`src/design/lcft_pkg.sv`:
```
// Package for the LED chaser with fading trail.
// Holds field widths, register indexes, phase codes and shared struct types.
// No dependencies; every other design file imports it.
package lcft_pkg;

    localparam int MAX_PIXELS_DEF = 64;

    localparam int STEP_W  = 16;
    localparam int LEN_W   = 7;
    localparam int LEVEL_W = 8;
    localparam int IDX_W   = 6;
    localparam int PHASE_W = 3;
    localparam int CFG_W   = 8;
    localparam int CFG_IDX_W = 1;

    localparam int NUM_PHASES = 6;

    // Configuration register indexes.
    localparam logic [CFG_IDX_W-1:0] REG_STRAND_LENGTH = 1'd0;
    localparam logic [CFG_IDX_W-1:0] REG_MAX_LEVEL     = 1'd1;

    // Animation phases.
    localparam logic [PHASE_W-1:0] PH_RED     = 3'd0;
    localparam logic [PHASE_W-1:0] PH_GREEN   = 3'd1;
    localparam logic [PHASE_W-1:0] PH_BLUE    = 3'd2;
    localparam logic [PHASE_W-1:0] PH_YELLOW  = 3'd3;
    localparam logic [PHASE_W-1:0] PH_CYAN    = 3'd4;
    localparam logic [PHASE_W-1:0] PH_MAGENTA = 3'd5;

    typedef struct packed {
        logic [LEVEL_W-1:0] r;
        logic [LEVEL_W-1:0] g;
        logic [LEVEL_W-1:0] b;
    } rgb_t;

    // Result of the step divider: one-cycle done strobe with quotient mod 6
    // and the remainder.
    typedef struct packed {
        logic               done;
        logic [PHASE_W-1:0] phase;
        logic [LEN_W-1:0]   rem;
    } div_res_t;

    // Command to the pixel store: one read and one write port.
    typedef struct packed {
        logic             rd_en;
        logic [IDX_W-1:0] rd_addr;
        logic             wr_en;
        logic [IDX_W-1:0] wr_addr;
        rgb_t             wr_data;
    } store_cmd_t;

    // Halve every channel, rounding down.
    function automatic rgb_t rgb_half(input rgb_t c);
        rgb_t h;
        h.r = {1'b0, c.r[LEVEL_W-1:1]};
        h.g = {1'b0, c.g[LEVEL_W-1:1]};
        h.b = {1'b0, c.b[LEVEL_W-1:1]};
        return h;
    endfunction

endpackage

```
`src/design/lcft_divider.sv`:
```
// Iterative restoring divider for the animation step, one quotient bit a cycle.
// Keeps the quotient reduced modulo 6 as its bits appear, so only the phase
// and the remainder leave the unit. Depends on lcft_pkg.
module lcft_divider
    import lcft_pkg::*;
(
    input  logic              clk,
    input  logic              rst_n,
    input  logic              start,
    input  logic [STEP_W-1:0] dividend,
    input  logic [LEN_W-1:0]  divisor,
    output div_res_t          res
);

    localparam int CNT_W = $clog2(STEP_W);

    logic               busy_reg,  busy_next;
    logic               done_reg,  done_next;
    logic [CNT_W-1:0]   cnt_reg,   cnt_next;
    logic [STEP_W-1:0]  quo_reg,   quo_next;
    logic [LEN_W-1:0]   rem_reg,   rem_next;
    logic [LEN_W-1:0]   dvs_reg,   dvs_next;
    logic [PHASE_W-1:0] phase_reg, phase_next;

    logic [LEN_W:0]     trial;
    logic               fits;
    logic [LEN_W:0]     trial_sub;
    logic [PHASE_W:0]   ph_dbl;

    always_comb
    begin
        trial     = {rem_reg, quo_reg[STEP_W-1]};
        fits      = (trial >= {1'b0, dvs_reg});
        trial_sub = fits ? (trial - {1'b0, dvs_reg}) : trial;
        ph_dbl    = {phase_reg, fits};

        busy_next  = busy_reg;
        done_next  = 1'b0;
        cnt_next   = cnt_reg;
        quo_next   = quo_reg;
        rem_next   = rem_reg;
        dvs_next   = dvs_reg;
        phase_next = phase_reg;

        if (start)
        begin
            busy_next  = 1'b1;
            cnt_next   = CNT_W'(STEP_W - 1);
            quo_next   = dividend;
            rem_next   = '0;
            dvs_next   = divisor;
            phase_next = '0;
        end
        else if (busy_reg)
        begin
            quo_next = {quo_reg[STEP_W-2:0], 1'b0};
            rem_next = trial_sub[LEN_W-1:0];
            if (ph_dbl >= (PHASE_W+1)'(NUM_PHASES))
                phase_next = PHASE_W'(ph_dbl - (PHASE_W+1)'(NUM_PHASES));
            else
                phase_next = ph_dbl[PHASE_W-1:0];
            cnt_next = cnt_reg - 1'b1;
            if (cnt_reg == '0)
            begin
                busy_next = 1'b0;
                done_next = 1'b1;
            end
        end
    end

    always_ff @(posedge clk or negedge rst_n)
    begin
        if (!rst_n)
        begin
            busy_reg <= 1'b0;
            done_reg <= 1'b0;
            cnt_reg  <= '0;
        end
        else
        begin
            busy_reg <= busy_next;
            done_reg <= done_next;
            cnt_reg  <= cnt_next;
        end
    end

    always_ff @(posedge clk)
    begin
        quo_reg   <= quo_next;
        rem_reg   <= rem_next;
        dvs_reg   <= dvs_next;
        phase_reg <= phase_next;
    end

    assign res.done  = done_reg;
    assign res.phase = phase_reg;
    assign res.rem   = rem_reg;

endmodule

```
`src/design/lcft_store.sv`:
```
// Pixel store: one synchronous memory of RGB words, one read and one write
// port, registered read data. Per-entry valid bits make unwritten pixels read
// as black right after reset. Depends on lcft_pkg.
module lcft_store
    import lcft_pkg::*;
#(
    parameter int MAX_PIXELS = MAX_PIXELS_DEF
)
(
    input  logic       clk,
    input  logic       rst_n,
    input  store_cmd_t cmd,
    output rgb_t       rdata
);

    localparam int AW = (MAX_PIXELS > 1) ? $clog2(MAX_PIXELS) : 1;

    rgb_t                  mem [MAX_PIXELS];
    logic [MAX_PIXELS-1:0] vld_reg;
    rgb_t                  mem_q_reg;
    logic                  hit_q_reg;

    always_ff @(posedge clk)
    begin
        if (cmd.wr_en)
            mem[cmd.wr_addr[AW-1:0]] <= cmd.wr_data;
        if (cmd.rd_en)
            mem_q_reg <= mem[cmd.rd_addr[AW-1:0]];
    end

    always_ff @(posedge clk or negedge rst_n)
    begin
        if (!rst_n)
        begin
            vld_reg   <= '0;
            hit_q_reg <= 1'b0;
        end
        else
        begin
            if (cmd.wr_en)
                vld_reg[cmd.wr_addr[AW-1:0]] <= 1'b1;
            if (cmd.rd_en)
                hit_q_reg <= vld_reg[cmd.rd_addr[AW-1:0]];
        end
    end

    assign rdata = hit_q_reg ? mem_q_reg : '0;

endmodule

```
`src/design/led_chaser_fade_trail.sv`:
```
// LED chaser with fading trail. Each accepted step word is divided by the
// strand length (strand_length, clamped to MAX_PIXELS); the quotient modulo 6
// picks the phase color (red, green, blue, then half-level yellow, cyan,
// magenta, with the odd phases counting the lit position from the far end),
// and the remainder picks the lit pixel. The strand is then swept once from
// pixel 0: the lit pixel takes the phase color, every other pixel in use has
// each channel halved, and each updated pixel is written back and emitted as
// one output word, the final one flagged by last_pixel. An accepted step is
// divided in the bit-serial divider and then sets up the lit pixel; the
// sweep then moves one pixel per cycle while the output is not stalled,
// through the read, modify and write-back of the pixel store and its
// registered read data. A new step is taken only once the previous sweep
// has issued its final word; that word may still wait in the output
// register. With a strand length of zero a step is accepted and produces
// nothing. The store reads as black after reset; no clearing pass is
// needed. Configuration must be written while no step is in progress.
module led_chaser_fade_trail
    import lcft_pkg::*;
#(
    parameter int MAX_PIXELS = MAX_PIXELS_DEF
)
(
    input  logic                 clk,
    input  logic                 rst_n,

    input  logic                 cfg_we,
    input  logic [CFG_IDX_W-1:0] cfg_index,
    input  logic [CFG_W-1:0]     cfg_data,

    input  logic                 step_valid,
    output logic                 step_stall,
    input  logic [STEP_W-1:0]    step,

    output logic                 pixel_valid,
    input  logic                 pixel_stall,
    output logic [IDX_W-1:0]     pixel_index,
    output logic [LEVEL_W-1:0]   red,
    output logic [LEVEL_W-1:0]   green,
    output logic [LEVEL_W-1:0]   blue,
    output logic                 last_pixel
);

    localparam logic [1:0] S_IDLE  = 2'd0;
    localparam logic [1:0] S_DIV   = 2'd1;
    localparam logic [1:0] S_SWEEP = 2'd2;

    localparam logic [LEN_W-1:0] MAX_LEN = LEN_W'(MAX_PIXELS);

    // Configuration registers.
    logic [LEN_W-1:0]   strand_length_reg;
    logic [LEVEL_W-1:0] max_level_reg;

    // Control state.
    logic [1:0]         state_reg, state_next;
    logic [LEN_W-1:0]   len_reg,   len_next;
    logic [LEN_W-1:0]   lit_pos_reg, lit_pos_next;
    rgb_t               lit_color_reg, lit_color_next;
    logic [LEN_W-1:0]   rd_idx_reg, rd_idx_next;
    logic               pend_reg,  pend_next;
    logic [LEN_W-1:0]   pend_idx_reg, pend_idx_next;

    // Output register.
    logic               out_valid_reg, out_valid_next;
    logic [IDX_W-1:0]   out_idx_reg,   out_idx_next;
    rgb_t               out_rgb_reg,   out_rgb_next;
    logic               out_last_reg,  out_last_next;

    logic               accept;
    logic [LEN_W-1:0]   len_eff;
    logic [LEVEL_W-1:0] half_level;
    logic               consume;
    logic               issue;
    logic               pend_is_last;
    div_res_t           div_res;
    store_cmd_t         st_cmd;
    rgb_t               st_rdata;
    rgb_t               new_pix;

    // Configuration writes.
    always_ff @(posedge clk or negedge rst_n)
    begin
        if (!rst_n)
        begin
            strand_length_reg <= LEN_W'(64);
            max_level_reg     <= '1;
        end
        else if (cfg_we)
        begin
            unique case (cfg_index)
                REG_STRAND_LENGTH: strand_length_reg <= cfg_data[LEN_W-1:0];
                REG_MAX_LEVEL:     max_level_reg     <= cfg_data[LEVEL_W-1:0];
                default: ;
            endcase
        end
    end

    assign len_eff    = (strand_length_reg > MAX_LEN) ? MAX_LEN : strand_length_reg;
    assign half_level = {1'b0, max_level_reg[LEVEL_W-1:1]};

    assign step_stall = (state_reg != S_IDLE);
    assign accept     = step_valid && !step_stall;

    lcft_divider u_divider
    (
        .clk      (clk),
        .rst_n    (rst_n),
        .start    (accept && (len_eff != '0)),
        .dividend (step),
        .divisor  (len_eff),
        .res      (div_res)
    );

    // A read is in flight for pend_idx; it retires when the output register
    // can take a word. The next read is issued in the same cycle, so the
    // sweep moves one pixel per cycle. Within a sweep every pixel is read
    // and written once, always read before written, so no forwarding is
    // needed; the next step cannot read until the divider has run.
    assign consume      = pend_reg && (!out_valid_reg || !pixel_stall);
    assign issue        = (state_reg == S_SWEEP) && (rd_idx_reg < len_reg)
                          && (!pend_reg || consume);
    assign pend_is_last = (pend_idx_reg == (len_reg - 1'b1));

    assign new_pix = (pend_idx_reg == lit_pos_reg) ? lit_color_reg : rgb_half(st_rdata);

    always_comb
    begin
        st_cmd         = '0;
        st_cmd.rd_en   = issue;
        st_cmd.rd_addr = rd_idx_reg[IDX_W-1:0];
        st_cmd.wr_en   = consume;
        st_cmd.wr_addr = pend_idx_reg[IDX_W-1:0];
        st_cmd.wr_data = new_pix;
    end

    lcft_store #(
        .MAX_PIXELS (MAX_PIXELS)
    ) u_store
    (
        .clk   (clk),
        .rst_n (rst_n),
        .cmd   (st_cmd),
        .rdata (st_rdata)
    );

    always_comb
    begin
        state_next     = state_reg;
        len_next       = len_reg;
        lit_pos_next   = lit_pos_reg;
        lit_color_next = lit_color_reg;
        rd_idx_next    = rd_idx_reg;
        pend_next      = pend_reg;
        pend_idx_next  = pend_idx_reg;

        unique case (state_reg)
            S_IDLE:
            begin
                if (accept && (len_eff != '0))
                begin
                    len_next   = len_eff;
                    state_next = S_DIV;
                end
            end
            S_DIV:
            begin
                if (div_res.done)
                begin
                    // Odd phases run from the far end of the strand.
                    if (div_res.phase[0])
                        lit_pos_next = len_reg - 1'b1 - div_res.rem;
                    else
                        lit_pos_next = div_res.rem;
                    lit_color_next = '0;
                    case (div_res.phase)
                        PH_RED:    lit_color_next.r = max_level_reg;
                        PH_GREEN:  lit_color_next.g = max_level_reg;
                        PH_BLUE:   lit_color_next.b = max_level_reg;
                        PH_YELLOW:
                        begin
                            lit_color_next.r = half_level;
                            lit_color_next.g = half_level;
                        end
                        PH_CYAN:
                        begin
                            lit_color_next.g = half_level;
                            lit_color_next.b = half_level;
                        end
                        default:
                        begin
                            lit_color_next.r = half_level;
                            lit_color_next.b = half_level;
                        end
                    endcase
                    rd_idx_next = '0;
                    pend_next   = 1'b0;
                    state_next  = S_SWEEP;
                end
            end
            S_SWEEP:
            begin
                if (issue)
                begin
                    pend_next     = 1'b1;
                    pend_idx_next = rd_idx_reg;
                    rd_idx_next   = rd_idx_reg + 1'b1;
                end
                else if (consume)
                    pend_next = 1'b0;
                if (consume && pend_is_last)
                    state_next = S_IDLE;
            end
            default:
                state_next = S_IDLE;
        endcase
    end

    // Output register: loads a finished pixel whenever it is empty or its
    // word is being taken.
    always_comb
    begin
        out_valid_next = out_valid_reg && pixel_stall;
        out_idx_next   = out_idx_reg;
        out_rgb_next   = out_rgb_reg;
        out_last_next  = out_last_reg;
        if (consume)
        begin
            out_valid_next = 1'b1;
            out_idx_next   = pend_idx_reg[IDX_W-1:0];
            out_rgb_next   = new_pix;
            out_last_next  = pend_is_last;
        end
    end

    always_ff @(posedge clk or negedge rst_n)
    begin
        if (!rst_n)
        begin
            state_reg     <= S_IDLE;
            len_reg       <= '0;
            rd_idx_reg    <= '0;
            pend_reg      <= 1'b0;
            out_valid_reg <= 1'b0;
        end
        else
        begin
            state_reg     <= state_next;
            len_reg       <= len_next;
            rd_idx_reg    <= rd_idx_next;
            pend_reg      <= pend_next;
            out_valid_reg <= out_valid_next;
        end
    end

    always_ff @(posedge clk)
    begin
        lit_pos_reg   <= lit_pos_next;
        lit_color_reg <= lit_color_next;
        pend_idx_reg  <= pend_idx_next;
        out_idx_reg   <= out_idx_next;
        out_rgb_reg   <= out_rgb_next;
        out_last_reg  <= out_last_next;
    end

    assign pixel_valid = out_valid_reg;
    assign pixel_index = out_idx_reg;
    assign red         = out_rgb_reg.r;
    assign green       = out_rgb_reg.g;
    assign blue        = out_rgb_reg.b;
    assign last_pixel  = out_last_reg;

    // The divider hands back a reduced phase and a remainder below the length.
    assert property (@(posedge clk) disable iff (!rst_n)
        div_res.done |-> (div_res.phase < PHASE_W'(NUM_PHASES)) && (div_res.rem < len_reg))
        else $error("divider result out of range");

    // The divider only finishes while the sweep is waiting for it.
    assert property (@(posedge clk) disable iff (!rst_n)
        div_res.done |-> (state_reg == S_DIV))
        else $error("divider finished outside the divide state");

    // The store is only written during a sweep, inside the strand in use.
    assert property (@(posedge clk) disable iff (!rst_n)
        st_cmd.wr_en |-> (state_reg == S_SWEEP) && (pend_idx_reg < len_reg))
        else $error("pixel store written outside a sweep");

    // A word loaded into the output register is flagged last exactly when
    // the sweep returns to idle.
    assert property (@(posedge clk) disable iff (!rst_n)
        consume |=> (out_last_reg == (state_reg == S_IDLE)))
        else $error("last pixel flag out of step with the sweep");

endmodule

```
`config.mk`:
```
export PLATFORM = sky130hd
export DESIGN_NAME = led_chaser_fade_trail
export DESIGN_NICKNAME = d
export VERILOG_FILES = /design/src/design/lcft_pkg.sv /design/src/design/lcft_divider.sv /design/src/design/lcft_store.sv /design/src/design/led_chaser_fade_trail.sv
export SDC_FILE = /design/constraint.sdc
export NUM_CORES = 1
export LEC_CHECK = 0
export ABC_AREA = 1
export BUFFER_PORTS_ARGS = -buffer_cell sky130_fd_sc_hd__buf_2
export CAP_MARGIN = 20
export CORE_ASPECT_RATIO = 0.5
export CORE_MARGIN = 2
export CORE_UTILIZATION = 30
export CTS_CLUSTER_DIAMETER = 120
export CTS_CLUSTER_SIZE = 30
export DETAILED_ROUTE_END_ITERATION = 6
export RECOVER_POWER = 50
export SLEW_MARGIN = 20
export SYNTH_ARGS = -nofsm -noshare
export SYNTH_HDL_FRONTEND = slang
export SYNTH_SLANG_ARGS = --single-unit
```
`constraint.sdc`:
```
create_clock -name clk -period 8.2 [get_ports clk]
set_input_delay 0.82 -clock clk [delete_from_list [all_inputs] [get_ports clk]]
set_output_delay 0.82 -clock clk [all_outputs]
set_load 0.01 [all_outputs]
```
==> flow_metrics.py <==
metrics = {
    "clocking": {
        "cts_num_sinks": 1571,
        "postCtsSetupBuffers": 0,
        "max-clock-path-buffers": 3,
        "cts-htree-levels": 2,
        "number_of_hold_buffers_added_after_cts": 0,
        "tritoncts_clock_tree": "done",
        "cts_buffer_count": 58,
        "worst_setup_hold_path_clk_slew_ns": 0.12,
        "post_cts_resize_count": 0,
        "cts.root.buffer_cell": "sky130_fd_sc_hd__clkbuf_16",
        "worst_skew_pair.late_latency_ns": 0.71,
    },
    "synthesis": {
        "post_synth_fa_ha_maj_area_fraction_pct": 0.5718,
        "asyncSetResetFlopFracSynth_pct": 6.620,
        "yosysTopAreaCell": "sky130_fd_sc_hd__edfxtp_1",
        "dominant_cell_by_count_in_the_synthesized_netlist": "sky130_fd_sc_hd__edfxtp_1",
        "synth_top_family_by_area": "simple AND/OR/NAND/NOR gates",
        "yosys-mux-area-fraction_pct": 0,
        "ys.warnings.count": 0,
        "synth_area_in_compound_gates_pct": 10.25,
        "synth_cells": 5248,
        "yosysTopAreaCellShare_pct": 68.48,
        "netlist_top_cells_count": "sky130_fd_sc_hd__edfxtp_1 (1457), sky130_fd_sc_hd__nor2_1 (974), sky130_fd_sc_hd__o21ai_0 (663)",
        "synth_cell_type_count": 46,
        "synth-main-ff-cell": "sky130_fd_sc_hd__edfxtp_1",
        "avgSynthCellArea_um2": 12.17,
        "synthesis.area_um2": 63890,
        "synthesis.nets": 5306,
        "synthTopCellsByArea": "sky130_fd_sc_hd__edfxtp_1 (68%), sky130_fd_sc_hd__nor2_1 (5.7%), sky130_fd_sc_hd__o21ai_0 (5.2%), sky130_fd_sc_hd__dfrtp_1 (3.7%), sky130_fd_sc_hd__nand2_1 (3.7%)",
        "ys_seq_area_share_pct": 72.88,
        "postSynthRegisterBits": 1571,
        "synth_simple_gate_area_share_pct": 11.93,
        "synth_enable_flop_cells": 1457,
        "synth_xor_xnor_area_share_pct": 0.2056,
    },
    "outcome": {
        "status": "finished, violations left",
        "violations_in_the_final_reports": "capacitance limit, slew limit",
    },
    "worst_setup_path": {
        "worst-endpoint-required_ns": 8.49,
        "worstPathBufferInverterCount": 2,
        "crit_chain": "nand2_1 > inv_1 > nor2_1 > nand3_1 > clkbuf_1 > nor2_1",
        "worstSetupEndpointType": "register",
        "crit_fanout": 37,
        "timing.reg2reg.worst_path_depth": 6,
        "path_type_of_the_worst_setup_path": "register to register",
        "start_kind": "register",
        "crit_slowest_cell": "sky130_fd_sc_hd__nor2_1",
        "critical_path.max_stage_delay_ns": 2.09,
        "arrival_time_of_the_worst_setup_path_ns": 6.20,
        "worstSetupPathDepth": 6,
        "critical_path.top_delay_family": "simple AND/OR/NAND/NOR gates",
        "critPathMostFrequentCell": "sky130_fd_sc_hd__nor2_1",
    },
    "floorplanning": {
        "std_cell_rows": 119,
        "io_pins": 63,
        "floorplan.die.width_um": 656.6,
        "core_region_area_um2": 211100,
        "die_area_um2": 216900,
        "die_h_um": 330.3,
        "floorplan.initialDensity_pct": 30.26,
    },
    "sta": {
        "timing.slew.headroom_pct": -123.5,
        "finalSetupTns_ns": 0,
        "timing.fmax_mhz": 169.2,
        "final.min_clock_period_ns": 5.910,
        "rsz0062_at_grt": "no",
        "worst_slew_pin_slew_ns": 3.352,
        "clock_skew_ns": 0.03978,
        "finalSetupViolCount": 0,
        "maxSlewViolCount": 980,
        "min_period_over_period_pct": 72.08,
        "report.final.hold_viol_count": 0,
    },
    "power": {
        "pwr-share-comb_pct": 26.4,
        "cell_internal_pwr_mw": 12.04,
        "worst_ir_drop_vdd_mv": 0.2616,
        "p_leak_nw": 22.30,
        "p_sw_mw": 6.287,
        "swShare_pct": 34.31,
        "power_frac_clock_pct": 20.6,
        "powerDensity_nw_per_um2": 266.4,
        "share_seq_of_total_power_pct": 53.0,
    },
    "detailed_routing": {
        "drt_first_pass_iters": 7,
        "drt_iter0_markers": 5151,
        "drt.antenna.violating_nets": 0,
        "route.final.wire_length_um": 173700,
        "route.detailed.drc": 0,
        "routed_wire_length_per_instance_um": 21.56,
        "via_count": 40600,
        "avgViaCountPerCell": 5.038,
    },
    "grt": {
        "grt_antenna_before_repair": 6,
        "grt_overflow": 0,
        "first_pass_grt_wire_length_um": 255000,
        "number_of_global_route_vias_before_repair": 37600,
        "gr-usage-all-layers_pct": 15.46,
        "grt_max_degree": 321,
    },
    "worst_hold_path": {
        "worstHoldPathCells": 3,
        "hp-class": "input pin to register",
    },
    "cells_and_area": {
        "fin_area_um2": 68800,
        "num-nets-final": 5221,
        "area.growth.synth_to_final_pct": 7.679,
        "fraction_of_layout_cells_with_a_size_suffix_above_1_pct": 5.161,
        "max_reg_flops": 1344,
    },
    "place": {
        "gp_routability_congestion": 0.8507,
        "placement.io_buffers": 62,
        "standard_cell_area_after_detailed_placement_um2": 67410,
        "dpl.hpwl_um": 98350,
    },
    "flow_run": {
        "cap_viol_max_count": 39,
    },
}
[power groups by stage]
stage | Clock [mW] | Combinational, mW | Sequential [mW]
2_1_floorplan | 0 | 3.40 | 9.80
3_3_place_gp | 0 | 4.78 | 9.87
3_5_place_dp | 0 | 4.83 | 9.87
4_1_cts | 3.83 | 4.84 | 9.69
5_1_grt | 4.09 | 5.31 | 9.74
6_report | 3.78 | 4.84 | 9.71
[placed cells by master (no fill, tap or decap), types with 41 or more instances in the layout]
master	Yosys	routed
sky130_fd_sc_hd__a21oi_1	50	50
sky130_fd_sc_hd__inv_1	212	208
sky130_fd_sc_hd__o211ai_1	167	167
sky130_fd_sc_hd__buf_4	42	70
sky130_fd_sc_hd__nand3_1	242	243
sky130_fd_sc_hd__clkbuf_1	152	131
sky130_fd_sc_hd__o21ai_0	663	660
sky130_fd_sc_hd__nand2_1	629	629
sky130_fd_sc_hd__edfxtp_1	1457	1457
sky130_fd_sc_hd__clkbuf_16	0	59
sky130_fd_sc_hd__o21ai_1	137	125
sky130_fd_sc_hd__dfrtp_1	95	93
sky130_fd_sc_hd__o22ai_1	133	133
sky130_fd_sc_hd__nor2_2	1	41
sky130_fd_sc_hd__nor2_1	974	923
[kinds of logic after synthesis]
logic type      Yosys count
flops                  1571
compound gates         1178
simple gates           1905
xor+xnor                 15
buf+inv                 551
fa+ha+maj                28
[routing by layer]
layer	GRT usage, %	share of wire (%)
met1	22.21	44
met2	24.76	46
met3	2.142	7.6
met4	3.895	2.7
met5	0	0.0058
[tightest hold or removal path: cells and delay by family]
kind | cells | cell delay (ns)
buffers and inverters | 1 | 0.07
and+or+nand+nor | 2 | 0.12
[cell type report]
| class | instances | area, um^2 |
|---|---|---|
| antenna | 4 | 10.01 |
| clock buffer | 106 | 1653 |
| clock inverter | 3 | 30.03 |
| fill | 21000 | 142300 |
| inverter | 220 | 860.8 |
| multi-input combinational | 3126 | 15030 |
| sequential | 1571 | 46570 |
| tap | 2843 | 3557 |
| timing repair buffer | 186 | 1084 |
[path summary, 6_finish.rpt]
kind,from,endpoint,slack [ns]
worst max register to register,pixel_valid$_DFF_PN0_,u_store.mem[10][20]$_DFFE_PP_,2.29
worst min-delay path,pixel_stall,pixel_valid$_DFF_PN0_,0.33
min in group asynchronous,rst_n,pixel_valid$_DFF_PN0_,1.07
max in group asynchronous,rst_n,rd_idx_reg[0]$_DFFE_PN0P_,4.88
worst max-delay path,pixel_valid$_DFF_PN0_,u_store.mem[10][20]$_DFFE_PP_,2.29
worst min register to register,u_store.vld_reg[6]$_DFFE_PN0P_,u_store.vld_reg[6]$_DFFE_PN0P_,0.47
[stage by stage]
| stage | power, mW | util (%) | hold WS (ns) | std cells | setup WS [ns] |
|---|---|---|---|---|---|
| final | 18.33 | 32.59 | 0.3301 | 8059 | 2.290 |
| after CTS | 18.37 | 32.73 | 0.1491 | 8053 | 3.894 |
| after global placement | 14.65 | 31.90 | 0.4389 | 7943 | 3.991 |
| after global routing | 19.13 | 32.58 | 0.3576 | 8055 | 1.957 |
| after detailed placement | 14.71 | 31.93 | 0.4449 | 7944 | 3.929 |
| after floorplan | 13.20 | - | 0.4206 | 5248 | 3.585 |
Power figures use the tool's default switching activity.
